`src/design/rte_pkg.sv`:
```
// shared types and constants for the run-length text encoder
// no dependencies; imported by the controller, datapath and top module

package rte_pkg;

    // longest run before a forced split
    localparam logic [15:0] MAX_RUN     = 16'd65535;

    // widths of the run counter and the digit store
    localparam int          LEN_W       = 16;
    localparam int          DIGITS      = 5;
    localparam int          DIG_CNT_W   = 3;

    // divide by ten: q = (v * 52429) >> 19, exact for every 16-bit v
    localparam logic [15:0] DIV10_MUL   = 16'd52429;
    localparam int          DIV10_SHIFT = 19;
    localparam int          QUOT_W      = 2 * LEN_W - DIV10_SHIFT;

    localparam logic [7:0]  ASCII_ZERO  = 8'h30;

    // controller states
    typedef enum logic [2:0] {
        S_IDLE,
        S_EVAL,
        S_CHECK,
        S_DIV,
        S_CHAR,
        S_DIG
    } t_state;

    // commands from controller to datapath
    typedef struct packed {
        logic capture;
        logic load_run;
        logic flush_start;
        logic div_step;
        logic emit_char;
        logic emit_dig;
        logic final_flush;
    } t_cmd;

    // status from datapath to controller
    typedef struct packed {
        logic in_valid;
        logic run_open;
        logic byte_match;
        logic in_last;
        logic at_limit;
        logic div_last;
        logic out_free;
        logic dig_last;
    } t_sts;

endpackage

```
`src/design/rte_ctrl.sv`:
```
// controller state machine for the run-length text encoder
// depends on rte_pkg for the state enum and command/status structs

module rte_ctrl (
    input  logic          i_clk,
    input  logic          i_rst_n,
    input  rte_pkg::t_sts i_sts,
    output rte_pkg::t_cmd o_cmd,
    output logic          o_in_stall
);
    import rte_pkg::*;

    t_state r_state, n_state;
    logic   r_back_eval, n_back_eval;
    logic   r_final, n_final;

    // state and flush bookkeeping registers
    always_ff @(posedge i_clk) begin
        if (!i_rst_n) begin
            r_state     <= S_IDLE;
            r_back_eval <= 1'b0;
            r_final     <= 1'b0;
        end else begin
            r_state     <= n_state;
            r_back_eval <= n_back_eval;
            r_final     <= n_final;
        end
    end

    // next state
    always_comb begin
        n_state = r_state;
        case (r_state)
            S_IDLE: begin
                if (i_sts.in_valid) n_state = S_EVAL;
            end
            S_EVAL: begin
                if (i_sts.run_open && !i_sts.byte_match) n_state = S_DIV;
                else                                     n_state = S_CHECK;
            end
            S_CHECK: begin
                if (i_sts.at_limit || (i_sts.in_last && i_sts.run_open)) n_state = S_DIV;
                else                                                      n_state = S_IDLE;
            end
            S_DIV: begin
                if (i_sts.div_last) n_state = S_CHAR;
            end
            S_CHAR: begin
                if (i_sts.out_free) n_state = S_DIG;
            end
            S_DIG: begin
                if (i_sts.out_free && i_sts.dig_last) begin
                    n_state = r_back_eval ? S_EVAL : S_IDLE;
                end
            end
            default: n_state = S_IDLE;
        endcase
    end

    // commands and flush return/final flags
    always_comb begin
        o_cmd       = '0;
        o_in_stall  = 1'b1;
        n_back_eval = r_back_eval;
        n_final     = r_final;
        o_cmd.final_flush = r_final;
        case (r_state)
            S_IDLE: begin
                o_in_stall    = 1'b0;
                o_cmd.capture = i_sts.in_valid;
            end
            S_EVAL: begin
                if (i_sts.run_open && !i_sts.byte_match) begin
                    // close the old run first; the new one-byte run may still follow
                    o_cmd.flush_start = 1'b1;
                    n_back_eval       = 1'b1;
                    n_final           = !i_sts.in_last;
                end else begin
                    o_cmd.load_run = 1'b1;
                end
            end
            S_CHECK: begin
                if (i_sts.at_limit || (i_sts.in_last && i_sts.run_open)) begin
                    o_cmd.flush_start = 1'b1;
                    n_back_eval       = 1'b0;
                    n_final           = 1'b1;
                end
            end
            S_DIV: begin
                o_cmd.div_step = 1'b1;
            end
            S_CHAR: begin
                o_cmd.emit_char = i_sts.out_free;
            end
            S_DIG: begin
                o_cmd.emit_dig = i_sts.out_free;
            end
            default: begin
                o_in_stall = 1'b1;
            end
        endcase
    end

endmodule

```
`src/design/rte_dpath.sv`:
```
// datapath for the run-length text encoder: run state, digit split, output register
// depends on rte_pkg for constants and command/status structs

module rte_dpath (
    input  logic          i_clk,
    input  logic          i_rst_n,
    input  rte_pkg::t_cmd i_cmd,
    output rte_pkg::t_sts o_sts,
    input  logic          i_in_valid,
    input  logic [7:0]    i_in_byte,
    input  logic          i_end_of_string,
    output logic          o_out_valid,
    input  logic          i_out_stall,
    output logic [7:0]    o_out_byte,
    output logic          o_last_result
);
    import rte_pkg::*;

    logic [7:0]           r_in_byte;
    logic                 r_in_last;
    logic [7:0]           r_held;
    logic [LEN_W-1:0]     r_len;
    logic [LEN_W-1:0]     r_val;
    logic [3:0]           r_dig [0:DIGITS-1];
    logic [DIG_CNT_W-1:0] r_nd;
    logic                 r_out_valid;
    logic [7:0]           r_out_byte;
    logic                 r_out_last;

    logic [2*LEN_W-1:0]   w_prod;
    logic [QUOT_W-1:0]    w_quot;
    logic [LEN_W-1:0]     w_quot10;
    logic [LEN_W-1:0]     w_rem;
    logic [DIG_CNT_W-1:0] w_rd_idx;
    logic                 w_out_free;

    // one decimal digit per step by reciprocal multiply
    assign w_prod   = r_val * DIV10_MUL;
    assign w_quot   = w_prod[2*LEN_W-1:DIV10_SHIFT];
    assign w_quot10 = {w_quot, 3'b000} + {2'b00, w_quot, 1'b0};
    assign w_rem    = r_val - w_quot10;
    assign w_rd_idx = r_nd - DIG_CNT_W'(1);

    assign w_out_free = !r_out_valid || !i_out_stall;

    // input capture
    always_ff @(posedge i_clk) begin
        if (i_cmd.capture) begin
            r_in_byte <= i_in_byte;
            r_in_last <= i_end_of_string;
        end
    end

    // open run: byte and count
    always_ff @(posedge i_clk) begin
        if (!i_rst_n) begin
            r_held <= '0;
            r_len  <= '0;
        end else if (i_cmd.flush_start) begin
            r_len <= '0;
        end else if (i_cmd.load_run) begin
            if (r_len != '0 && r_in_byte == r_held) begin
                r_len <= r_len + LEN_W'(1);
            end else begin
                r_held <= r_in_byte;
                r_len  <= LEN_W'(1);
            end
        end
    end

    // digit split, least significant first, read back most significant first
    always_ff @(posedge i_clk) begin
        if (!i_rst_n) begin
            r_nd <= '0;
        end else if (i_cmd.flush_start) begin
            r_val <= r_len;
            r_nd  <= '0;
        end else if (i_cmd.div_step) begin
            r_dig[r_nd] <= w_rem[3:0];
            r_val       <= LEN_W'(w_quot);
            r_nd        <= r_nd + DIG_CNT_W'(1);
        end else if (i_cmd.emit_dig) begin
            r_nd <= w_rd_idx;
        end
    end

    // output register
    always_ff @(posedge i_clk) begin
        if (!i_rst_n) begin
            r_out_valid <= 1'b0;
        end else if (i_cmd.emit_char) begin
            r_out_valid <= 1'b1;
            r_out_byte  <= r_held;
            r_out_last  <= 1'b0;
        end else if (i_cmd.emit_dig) begin
            r_out_valid <= 1'b1;
            r_out_byte  <= ASCII_ZERO + {4'b0000, r_dig[w_rd_idx]};
            r_out_last  <= i_cmd.final_flush && (r_nd == DIG_CNT_W'(1));
        end else if (!i_out_stall) begin
            r_out_valid <= 1'b0;
        end
    end

    // status to controller
    always_comb begin
        o_sts.in_valid   = i_in_valid;
        o_sts.run_open   = (r_len != '0);
        o_sts.byte_match = (r_in_byte == r_held);
        o_sts.in_last    = r_in_last;
        o_sts.at_limit   = (r_len >= MAX_RUN);
        o_sts.div_last   = (w_quot == '0) || (r_nd == DIG_CNT_W'(DIGITS - 1));
        o_sts.out_free   = w_out_free;
        o_sts.dig_last   = (r_nd == DIG_CNT_W'(1));
    end

    assign o_out_valid   = r_out_valid;
    assign o_out_byte    = r_out_byte;
    assign o_last_result = r_out_last;

endmodule

```
`src/design/rle_text_encoder_top.sv`:
```
// Run-length text encoder with decimal counts.
// Input channel: one byte per transaction (i_in_valid / o_in_stall), with
// i_end_of_string on the final byte of a string. Output channel: one byte per
// transaction (o_out_valid / i_out_stall): a run's byte, then its count as
// ASCII decimal digits, most significant first; o_last_result marks the final
// byte caused by each input transaction that produces output.
// Runs are split at 65535 bytes.
// Throughput: one input at a time. A byte that only extends a run passes
// through capture, evaluation and the run-limit check. Closing a run adds
// the digit split (a step of the shared divide-by-ten logic per count digit),
// then the run byte and each digit in turn on the single output register; when
// a byte change closes it, the new byte is then evaluated again. Receiver
// stalls add to this. The first result follows the digit split; when the end
// flag or the run limit closes the run, the limit check comes before the split.
// Reset (synchronous, active low) closes any open run without output and
// empties the output register. While the receiver stalls, the output
// register holds its byte and the controller waits.

module rle_text_encoder_top (
    input  logic       i_clk,
    input  logic       i_rst_n,
    input  logic       i_in_valid,
    output logic       o_in_stall,
    input  logic [7:0] i_in_byte,
    input  logic       i_end_of_string,
    output logic       o_out_valid,
    input  logic       i_out_stall,
    output logic [7:0] o_out_byte,
    output logic       o_last_result
);
    import rte_pkg::*;

    t_cmd w_cmd;
    t_sts w_sts;

    // control
    rte_ctrl u_ctrl (
        .i_clk      (i_clk),
        .i_rst_n    (i_rst_n),
        .i_sts      (w_sts),
        .o_cmd      (w_cmd),
        .o_in_stall (o_in_stall)
    );

    // datapath
    rte_dpath u_dpath (
        .i_clk           (i_clk),
        .i_rst_n         (i_rst_n),
        .i_cmd           (w_cmd),
        .o_sts           (w_sts),
        .i_in_valid      (i_in_valid),
        .i_in_byte       (i_in_byte),
        .i_end_of_string (i_end_of_string),
        .o_out_valid     (o_out_valid),
        .i_out_stall     (i_out_stall),
        .o_out_byte      (o_out_byte),
        .o_last_result   (o_last_result)
    );

endmodule

```
`config.mk`:
```
export PLATFORM = sky130hd
export DESIGN_NAME = rle_text_encoder_top
export DESIGN_NICKNAME = d
export VERILOG_FILES = /design/src/design/rte_pkg.sv /design/src/design/rte_ctrl.sv /design/src/design/rte_dpath.sv /design/src/design/rle_text_encoder_top.sv
export SDC_FILE = /design/constraint.sdc
export NUM_CORES = 1
export LEC_CHECK = 0
export BUFFER_PORTS_ARGS = -buffer_cell sky130_fd_sc_hd__buf_2
export CORE_MARGIN = 2
export CORE_UTILIZATION = 60
export CTS_BUF_LIST = sky130_fd_sc_hd__clkbuf_16
export CTS_CLUSTER_DIAMETER = 200
export DETAILED_ROUTE_END_ITERATION = 12
export HOLD_SLACK_MARGIN = 0.12
export PLACE_DENSITY = 0.77
export SLEW_MARGIN = 15
export SYNTH_ARGS = -nofsm -noshare
export SYNTH_HDL_FRONTEND = slang
export SYNTH_HIERARCHICAL = 1
export SYNTH_SLANG_ARGS = --single-unit
```
`constraint.sdc`:
```
create_clock -name i_clk -period 14.87 [get_ports i_clk]
set_input_delay 2.2305 -clock i_clk [delete_from_list [all_inputs] [get_ports i_clk]]
set_output_delay 2.2305 -clock i_clk [all_outputs]
set_load 0.01 [all_outputs]
```
==> results.md, run 1 <==
- Minimum clock period: about 6.7 ns
- Critical path arrival: ~7 ns
- Final setup viols: 0
- Post-synth EDFFs: 54
- Clock latency on the worst-skew pair: roughly 0.35 ns
- Post-synth top area share: 20.36%
- Post-synth design cell area: 0.008663 mm2
- Root Buffer: clkbuf_16
- Worst r2r src: u_dpath/r_val[3]
- Worst-path fanout max: 6
- Layout cells sized above 1: between 6 and 7%
- DR pass1 iterations: 5
- Most common cell in the netlist: inv_1
- R2R depth: 23
- DP Wirelength: 15230 um
- Crit path launch type: flop
- R2R setup slack: ~8 ns
- Maxcap violations: 0
- Tot GR Track Use: 26.20%
- Antenna violations before repair: 0
- Average cell area after synthesis: 10.14 um2
- Post-DRT Antenna Nets: 0
- Critical path endpoint: u_ctrl/r_state[2]
- Ys flop type: edfxtp_1
- # nets final: 1101
- I/O Buffers: 23
- Area contributors post-synth: ha_1, edfxtp_1, fa_1
- Seq/Total Area, Yosys: 26.34%
- I/O pins: 24
- Initial DRC count: between 300 and 400
- Max Clk Rate: ~150 MHz
- First-pass GRT wire length: about 30000 um
- Total die area: 0.01542 mm2
- Final Max Slew Viols: 0
- Drt total wl: 18220 um
- Post-DR wirelength/cell: 17.31 um
- Total number of yosys warnings: 6
- Syn Nets: 1087
- Worst EP required: 15.17 ns
- Status: complete, no violations
- GRT overflow: 0
- DIE WIDTH: 124.2 um
- Clk_skew: between 0.009 and 0.01 ns
- Fin. Hold Viols: 0
- # fillers: 1134
- HP Class: flop to flop
- Unrepaired setup endpoints after global routing: no
- Die H: about 120 um
- Hold-fix buffers, CTS: 0
- Post-CTS sizing: 0
- Post-CTS setup buffers: 0
- RD Place Congestion: 0.9335
- Total CTS buffers: 9
- Synth area leader: ha_1
- # rows: 43
- DR vias: 5852
- Reg2reg end: u_ctrl/r_state[2]
- CTS H-tree lvls: 3
- CTS tree: yes
- Post-route DRC violation count: 0
- Yosys cell types: 65
- Crit. End Element: flop
- Antenna cells: 0
- Worst Setup SP: u_dpath/r_val[3]
- Sum Neg Setup Slack: 0 ns
- Cell count after synthesis: 854
- Core Area: about 0.014 mm2
- Kind of critical path: flop to flop
- Max Buffers Root-to-Sink: 2
- P&R area growth vs syn: 6.196%
- Pin count of the biggest net entering global routing: 34
- Final Cycle Share: 45.24%
- Worst slew pin tran: 1.076 ns
- Async S/R FF share, synth: 0%
- Number of global-route vias before repair: approximately 6.0k
- TritonCTS sink count: 87
- Top post-synthesis cells by count: inv_1, ha_1, fa_1, edfxtp_1, nand2_1
- Initial core utilization: 61.93%
- Flops & latches, synth: 87
- Slew HR: 27.62%
- Worst-path clk slew: 0.07 ns
- Routed vias/inst: 5.557
metal layers:
metal  track usage, %  wire (um)  vias up
li1                 -          -     2876
met1            34.27       7997     2786
met2            44.71       9001      154
met3            3.342        749       36
met4            9.480        475        0
met5                0          0        -
per-stage QoR:
stage / cell area (um2) / hold WS (ns) / cells / utilization [%] / setup WS, ns
final: 9200 / 0.5000 / 1053 / 65.77 / 8.143
after global routing: 9200 / 0.5375 / 1053 / 65.77 / 7.806
after CTS: 9200 / 0.5067 / 1053 / 65.77 / 8.160
after detailed placement: 8902 / 0.4904 / 1037 / 63.64 / 8.213
after global placement: 8902 / 0.4823 / 1037 / 63.64 / 8.265
after floorplan: 8663 / 0.4731 / 854 / - / 8.635
registers in the layout, indices dropped and copies added (netlist names), 3 cells and up:
register            cells
u_dpath/r_dig          20
u_dpath/r_len          16
u_dpath/r_val          16
u_dpath/o_out_byte      8
u_dpath/r_held          8
u_dpath/r_in_byte       8
u_ctrl/r_state          3
u_dpath/r_nd            3
placed cells by master (no fill, tap or decap), types with 14 or more instances in the layout:
master	count
ha_1	141
dfxtp_1	33
inv_1	175
xnor2_1	34
mux2i_1	14
nand2_1	51
a21oi_1	23
edfxtp_1	54
fa_1	79
nor2_1	42
o21ai_0	22
buf_2	23
worst max-delay path, cell delays in order, from the launching register on:
cell and delay, ns:
edfxtp_1 0.51, ha_1 0.40, inv_1 0.08, fa_1 0.54, inv_1 0.06, fa_1 0.50
fa_1 0.52, fa_1 0.54, inv_1 0.05, fa_1 0.53, inv_1 0.05, ha_1 0.33
and3_4 0.19, a221o_1 0.34, a221oi_2 0.37, nand2_2 0.15, xnor2_1 0.33, and4_1 0.25
o2111ai_1 0.11, and4b_1 0.27, a41o_1 0.22, nand2_1 0.06, o21ai_0 0.14, and2_1 0.14
cells by family (layout without fill, tap and decap cells):
kind of cell,after synthesis,in the layout,synth area share [%]
AOI/OAI and AO/OA,99,99,7.684
and+or+nand+nor,188,188,11.25
buffers and inverters,196,215,8.795
muxes,18,18,2.657
DFF,87,87,26.34
xor gates and xnor gates,46,46,4.651
adders and majority gates,220,220,38.62
how the worst min path moves through the flow:
stage,startpoint,endpoint,slack (ns),depth (start not counted)
2_1_floorplan,u_ctrl/r_final,u_ctrl/r_final,0.47,1
3_3_place_gp,u_ctrl/r_final,u_ctrl/r_final,0.48,1
3_5_place_dp,u_ctrl/r_final,u_ctrl/r_final,0.49,1
4_1_cts,u_ctrl/r_final,u_ctrl/r_final,0.51,1
5_1_grt,u_ctrl/r_final,u_ctrl/r_final,0.54,1
6_report,u_ctrl/r_final,u_ctrl/r_final,0.50,1
layout make-up:
cell class	instances	area [um2]	share of cell area (%)
inverters	176	660.6	7.181
well taps	180	225.2	2.448
repair buffers	23	115.1	1.251
clock buffers	9	225.2	2.448
multi-input cells	571	5619	61.08
flip-flops and latches	87	2282	24.81
clock inverters	7	72.57	0.7888
Power of run 1 is not shown: default switching activity piles up to over one toggle a cycle in this logic, so the estimate is an artifact.
==> run 2, diff against run 1 <==
--- a/config.mk
+++ b/config.mk
@@ -7,12 +7,12 @@
 export LEC_CHECK = 0
 export BUFFER_PORTS_ARGS = -buffer_cell sky130_fd_sc_hd__buf_2
 export CORE_MARGIN = 2
-export CORE_UTILIZATION = 60
+export CORE_UTILIZATION = 58
 export CTS_BUF_LIST = sky130_fd_sc_hd__clkbuf_16
 export CTS_CLUSTER_DIAMETER = 200
 export DETAILED_ROUTE_END_ITERATION = 12
 export HOLD_SLACK_MARGIN = 0.12
-export PLACE_DENSITY = 0.77
+export PLACE_DENSITY = 0.78
 export SLEW_MARGIN = 15
 export SYNTH_ARGS = -nofsm -noshare
 export SYNTH_HDL_FRONTEND = slang
==> constraint.sdc (replaced) <==
create_clock -name i_clk -period 5.8 [get_ports i_clk]
set_input_delay 0.87 -clock i_clk [delete_from_list [all_inputs] [get_ports i_clk]]
set_output_delay 0.87 -clock i_clk [all_outputs]
set_load 0.01 [all_outputs]
==> results.md, run 2 (synthesized netlist as in run 1, its figures left out) <==
- Status: finished, violations left
- Failing checks: negative setup slack
- # rows: 44 (+2.3%)
- Final Max Slew Viols: 0 (unchanged)
- Initial core utilization: 59.38% (-2.5 points)
- Total CTS buffers: 9 (unchanged)
- Final setup viols: 21 (+21)
- Initial DRC count: 375 (-1.1%)
- Drt total wl: 20220 um (+11%)
- Core Area: 0.01459 mm2 (+4.3%)
- Die H: 126.2 um (+1.7%)
- P&R area growth vs syn: 18.47%
- Maxcap violations: 0 (unchanged)
- Final WS setup: -0.3993 ns (-8.542 ns)
- I/O Buffers: 23 (unchanged)
- Unrepaired setup endpoints after global routing: yes
- Worst EP required: 6.08 ns (-9.09 ns)
- Most frequent cells in the layout: inv_1, ha_1, buf_4
- # nets final: 1200 (+9.0%)
- Antenna violations before repair: 0 (unchanged)
- Hold_ws: 0.5030 ns (+0.003004 ns)
- Clk_skew: 0.004834 ns (-0.004931 ns)
- CTS tree: yes
- Sequential cell area: 0.002282 mm2 (unchanged)
- DIE WIDTH: 126.2 um (+1.7%)
- Max Buffers Root-to-Sink: 2 (unchanged)
- Tot GR Track Use: 26.29% (+0.093 points)
- Post-DR wirelength/cell: 17.49 um (+1.1%)
- Minimum clock period: 6.199 ns (-0.5277 ns)
- R2R setup slack: -0.40 ns (-8.54 ns)
- Antenna cells: 0 (unchanged)
- GRT busiest layer: met2
- Clock latency on the worst-skew pair: 0.34 ns (about the same)
- DR pass1 iterations: 5 (unchanged)
- TritonCTS sink count: 87 (unchanged)
- Biggest regs: u_dpath/r_dig x20, u_dpath/r_len x16, u_dpath/r_val x16
- Routed vias/inst: 5.576 (+0.34%)
- I/O pins: 24 (unchanged)
- Max Clk Rate: 161.3 MHz (+8.5%)
- Crit path launch type: flop
- CTS H-tree lvls: 3 (unchanged)
- Worst slew pin tran: 1.062 ns (-0.01340 ns)
- Hold-fix buffers, CTS: 0 (unchanged)
- Worst-path clk slew: 0.07 ns (about the same)
- Post-DRT Antenna Nets: 0 (unchanged)
- DR vias: 6446 (+10%)
- Final Util: 70.35% (+4.6 points)
- Area of the multi-input gates: 0.005916 mm2 (+5.3%)
- Fin. Hold Viols: 0 (unchanged)
- # fillers: 1026 (-9.5%)
- Total die area: 0.01593 mm2 (+3.3%)
- GR Layer Usage met2: 45.83% (+1.1 points)
- RD Place Congestion: 0.9269 (-0.71%)
- Layout cells sized above 1: 19.96% (+14 points)
- Critical path arrival: 6.48 ns (-0.54 ns)
- Worst-path fanout max: 4 (-2)
- Sum Neg Setup Slack: -3.293 ns (-3.293 ns)
- Largest Register: u_dpath/r_dig
- Post-route DRC violation count: 0 (unchanged)
- Most common cell after layout, fill and taps aside: inv_1
- Placed Instance Area: 0.009638 mm2 (+8.3%)
- Met3 Usage GRT: 4.163% (+0.82 points)
- First-pass GRT wire length: 32820 um (+8.8%)
- Crit. End Element: flop
- HP Class: flop to flop
- DP Wirelength: 16210 um (+6.5%)
- Kind of critical path: flop to flop
- GRT overflow: 0 (unchanged)
- Largest register FFs: 20 (unchanged)
- Final Cycle Share: 106.9% (+62 points)
- Final Instance Area: 0.01026 mm2 (+12%)
- Met1 Usage GRT: 33.19% (-1.1 points)
- Pin count of the biggest net entering global routing: 34 (unchanged)
- Root Buffer: clkbuf_16
- Number of global-route vias before repair: 6744 (+13%)
- Slew HR: 29.17% (+1.6 points)
## run 2: changes by cell type in the layout (fill, tap and decap cells not counted), moves of 6 or more
cell and change:
buf_4 +96, ha_1 -15, ha_4 +12, xnor2_1 -9
xnor2_2 +8, inv_1 -6, o21ai_0 -6
## run 2: worst max-delay path, stage by stage, from the launching register on
cell and delay (ns):
edfxtp_1 0.51, ha_4 0.32, inv_2 0.04, fa_1 0.52, inv_1 0.06, fa_1 0.50, fa_1 0.44, fa_1 0.50
inv_1 0.05, fa_1 0.50, inv_2 0.05, ha_4 0.21, and3_4 0.14, a221o_1 0.38, a221oi_2 0.33, nand2_2 0.15
buf_4 0.17, xnor2_2 0.15, and4_1 0.22, o2111ai_1 0.10, and4b_1 0.27, a41o_1 0.21, nand2_1 0.07, o21ai_1 0.12
and2_1 0.14
## run 2: path summary, 6_finish.rpt
kind	start	to	depth (start not counted)
setup / recovery	u_dpath/r_val[2]	u_ctrl/r_state[2]	24
hold / removal	u_ctrl/r_final	u_ctrl/r_final	1
setup reg to reg	u_dpath/r_val[2]	u_ctrl/r_state[2]	24
hold reg to reg	u_ctrl/r_final	u_ctrl/r_final	1
## run 2: timing repair
item / in CTS / in global routing
resized for setup: 18 / 20
setup endpoints to repair: 17 / 25
gates cloned: 0 / 0
setup buffers: 11 / 6
pin swaps: 16 / 8
## run 2: cell type report
type                    count  area share [%]
clock buffers               9           2.194
clock inverters             7          0.7558
inverters                 176           6.461
multi-input cells         571           57.64
flip-flops and latches     87           22.24
well taps                 184           2.243
repair buffers            122           8.473
## run 2: per-layer routing
metal,up-vias,part of all wire [%],routed length (um)
li1,3068,-,-
met1,3140,43,8656
met2,185,49,10010
met3,53,4.4,897
met4,0,3.2,655
met5,-,0,0
## run 2: per-stage QoR
step | setup slack (ns) | instances
after CTS | -0.3392 | 1151
after global routing | -0.6490 | 1156
after detailed placement | -0.3259 | 1124
after floorplan | -0.08278 | 854
after global placement | -0.2062 | 1124
final | -0.3993 | 1156
Power of run 2 is left out for the same reason.
==> run 3, diff against run 2 <==
--- a/config.mk
+++ b/config.mk
@@ -5,14 +5,15 @@
 export SDC_FILE = /design/constraint.sdc
 export NUM_CORES = 1
 export LEC_CHECK = 0
+export ABC_AREA = 1
 export BUFFER_PORTS_ARGS = -buffer_cell sky130_fd_sc_hd__buf_2
 export CORE_MARGIN = 2
-export CORE_UTILIZATION = 58
+export CORE_UTILIZATION = 59
 export CTS_BUF_LIST = sky130_fd_sc_hd__clkbuf_16
 export CTS_CLUSTER_DIAMETER = 200
 export DETAILED_ROUTE_END_ITERATION = 12
 export HOLD_SLACK_MARGIN = 0.12
-export PLACE_DENSITY = 0.78
+export PLACE_DENSITY = 0.79
 export SLEW_MARGIN = 15
 export SYNTH_ARGS = -nofsm -noshare
 export SYNTH_HDL_FRONTEND = slang
==> results.md, run 3 <==
- First-pass GRT wire length: 37470 um (+14%)
- RD Place Congestion: 1.006 (+8.5%)
- # rows: 46 (+4.5%)
- Met1 Usage GRT: 37.01% (+3.8 points)
- Biggest regs: u_dpath/r_dig x20, u_dpath/r_len x16, u_dpath/r_val x16
- Reg2reg end: u_dpath/r_dig[0][3]
- DIE WIDTH: 131.1 um (+3.9%)
- Area contributors post-synth: ha_1, edfxtp_1, fa_1
- Most frequent cells in the layout: inv_1, nand2_1, ha_1
- I/O Buffers: 23 (unchanged)
- R2R setup slack: 0.11 ns (+0.51 ns)
- Antenna cells: 0 (unchanged)
- Layout cells sized above 1: 16.19% (-3.8 points)
- Minimum clock period: 5.692 ns (-0.5075 ns)
- Worst-path fanout max: 5 (+1)
- CTS H-tree lvls: 3 (unchanged)
- Clk_skew: 0.01101 ns (+0.006172 ns)
- Hold_ws: 0.4759 ns (-0.02709 ns)
- Syn Nets: 1419 (+31%)
- Slew HR: 33.78% (+4.6 points)
- Largest register FFs: 20 (unchanged)
- # nets final: 1500 (+25%)
- Ys flop type: edfxtp_1
- Maxcap violations: 0 (unchanged)
- Worst slew pin tran: 0.9842 ns (-0.07825 ns)
- CTS tree: yes
- Post-DRT Antenna Nets: 0 (unchanged)
- Clock latency on the worst-skew pair: 0.35 ns (about the same)
- Fin. Hold Viols: 0 (unchanged)
- GRT busiest layer: met2
- Pre-CTS WS: -0.1041 ns (+0.2217 ns)
- Final Max Slew Viols: 0 (unchanged)
- Status: complete, no violations
- Worst-path clk slew: 0.07 ns (about the same)
- DR vias: 8084 (+25%)
- Initial DRC count: 682 (+82%)
- Antenna violations before repair: 0 (unchanged)
- Yosys cell types: 42 (-35%)
- Async S/R FF share, synth: 0% (unchanged)
- Core Area: 0.01583 mm2 (+8.5%)
- Most common cell in the netlist: inv_1
- Total number of yosys warnings: 6 (unchanged)
- R2R depth: 26 (+8.3%)
- Hold depth: 1 (unchanged)
- Initial core utilization: 60.24% (+0.85 points)
- Max Buffers Root-to-Sink: 2 (unchanged)
- Synth area leader: ha_1
- Total die area: 0.01719 mm2 (+7.9%)
- GR Layer Usage met2: 46.02% (+0.20 points)
- Top post-synthesis cells by count: inv_1, nand2_1, ha_1, nor2_1, fa_1
- Post-synth top area share: 18.50% (-1.9 points)
- Cell count after synthesis: 1186 (+39%)
- Pin count of the biggest net entering global routing: 19 (-44%)
- P&R area growth vs syn: 15.96%
- Kind of critical path: flop to flop
- Most common cell after layout, fill and taps aside: inv_1
- Worst r2r src: u_dpath/r_val[4]
- Tot GR Track Use: 27.41% (+1.1 points)
- Routed vias/inst: 5.433 (-2.6%)
- Crit. End Element: flop
- Final WS setup: 0.1083 ns (+0.5075 ns)
- Average cell area after synthesis: 8.039 um2 (-21%)
- Total CTS buffers: 9 (unchanged)
- Hold Path End: u_ctrl/r_final
- Die H: 131.1 um (+3.9%)
- Post-route DRC violation count: 0 (unchanged)
- Crit path launch type: flop
- Post-synth design cell area: 0.009534 mm2 (+10%)
- Root Buffer: clkbuf_16
- Largest Register: u_dpath/r_dig
- Worst EP required: 5.88 ns (-0.20 ns)
- I/O pins: 24 (unchanged)
- TritonCTS sink count: 87 (unchanged)
- DP Wirelength: 19040 um (+17%)
- Seq/Total Area, Yosys: 23.94% (-2.4 points)
- Final setup viols: 0 (-100%)
- Drt total wl: 24440 um (+21%)
- Hold path startpoint: u_dpath/r_in_last
- Met3 Usage GRT: 2.816% (-1.3 points)
- GRT overflow: 0 (unchanged)
- Post-DR wirelength/cell: 16.43 um (-6.1%)
- HP Class: flop to flop
- Critical path arrival: 5.78 ns (-0.70 ns)
- Max Clk Rate: 175.7 MHz (+8.9%)
- DR pass1 iterations: 8 (+3)
- Flops & latches, synth: 87 (unchanged)
- Post-synth EDFFs: 54 (unchanged)
- Final Cycle Share: 98.13% (-8.8 points)
- Number of global-route vias before repair: 7655 (+14%)
-- run 3: cells by family (layout without fill, tap and decap cells) --
family          after synthesis  count (layout)  share of synthesized area, %
xor+xnor                     20              20                         1.837
flops                        87              87                         23.94
simple gates                446             446                         20.76
compound gates               98              98                         5.617
fa+ha+maj                   220             220                         35.09
buf+inv                     315             401                         12.76
-- run 3: per-layer routing --
layer  wire, um  share of wire, %
met5          0                 0
met3       1336               5.5
met4       1163               4.8
met1      10070                41
met2      11870                49
-- run 3: critical path, cell delays in order (launching register included) --
cell and delay [ns]:
edfxtp_1 0.51, ha_4 0.36, xor2_4 0.19, ha_4 0.23
fa_1 0.51, inv_2 0.05, fa_1 0.53, inv_1 0.06
fa_1 0.54, inv_1 0.06, fa_1 0.54, inv_1 0.06
ha_4 0.30, nand2_4 0.07, nor2_4 0.13, nand2_2 0.07
inv_1 0.06, nand2_2 0.05, nand2_1 0.06, nand2_1 0.06
nand2_2 0.08, inv_1 0.04, ha_1 0.18, xor2_1 0.19
xor2_1 0.20, xor2_1 0.22, inv_2 0.09
-- run 3: worst max-delay path by stage --
| stage | to | start | slack [ns] | depth (start not counted) |
|---|---|---|---|---|
| final | u_dpath/r_dig[0][3] | u_dpath/r_val[4] | 0.11 | 26 |
| after global placement | u_ctrl/r_state[2] | u_dpath/r_val[4] | -0.03 | 32 |
| after CTS | u_ctrl/r_state[2] | u_dpath/r_val[2] | -0.006 | 31 |
| after detailed placement | u_ctrl/r_state[2] | u_dpath/r_val[4] | -0.10 | 32 |
| after floorplan | u_ctrl/r_state[2] | u_dpath/r_val[4] | 0.30 | 32 |
| after global routing | u_ctrl/r_state[0] | u_dpath/r_val[8] | -0.15 | 27 |
-- run 3: what timing repair did --
action,4_1_cts,5_1_grt
hold buffers,0,0
gates resized for setup,14,78
endpoints found under the setup margin,12,18
pin swaps,6,41
buffers inserted,4,16
-- run 3: area by class of cell --
class / instances / area, um2
Clock inverter: 7 / 80.08
Tap cell: 216 / 270.3
Inverter: 304 / 1141
Fill cell: 1170 / 4772
Timing Repair Buffer: 81 / 561.8
Clock buffer: 9 / 225.2
Multi-Input combinational cell: 784 / 6495
Sequential cell: 87 / 2282
-- run 3: stage by stage --
step	TNS, ns	utilization (%)	cell area [um2]	instances
3_5_place_dp	-0.2238	64.00	10130	1452
2_1_floorplan	0	-	9534	1186
4_1_cts	-0.01002	66.78	10570	1472
6_report	0	69.85	11060	1488
3_3_place_gp	-0.04797	64.00	10130	1452
5_1_grt	-0.7633	69.85	11060	1488
Power of run 3 is left out for the same reason.
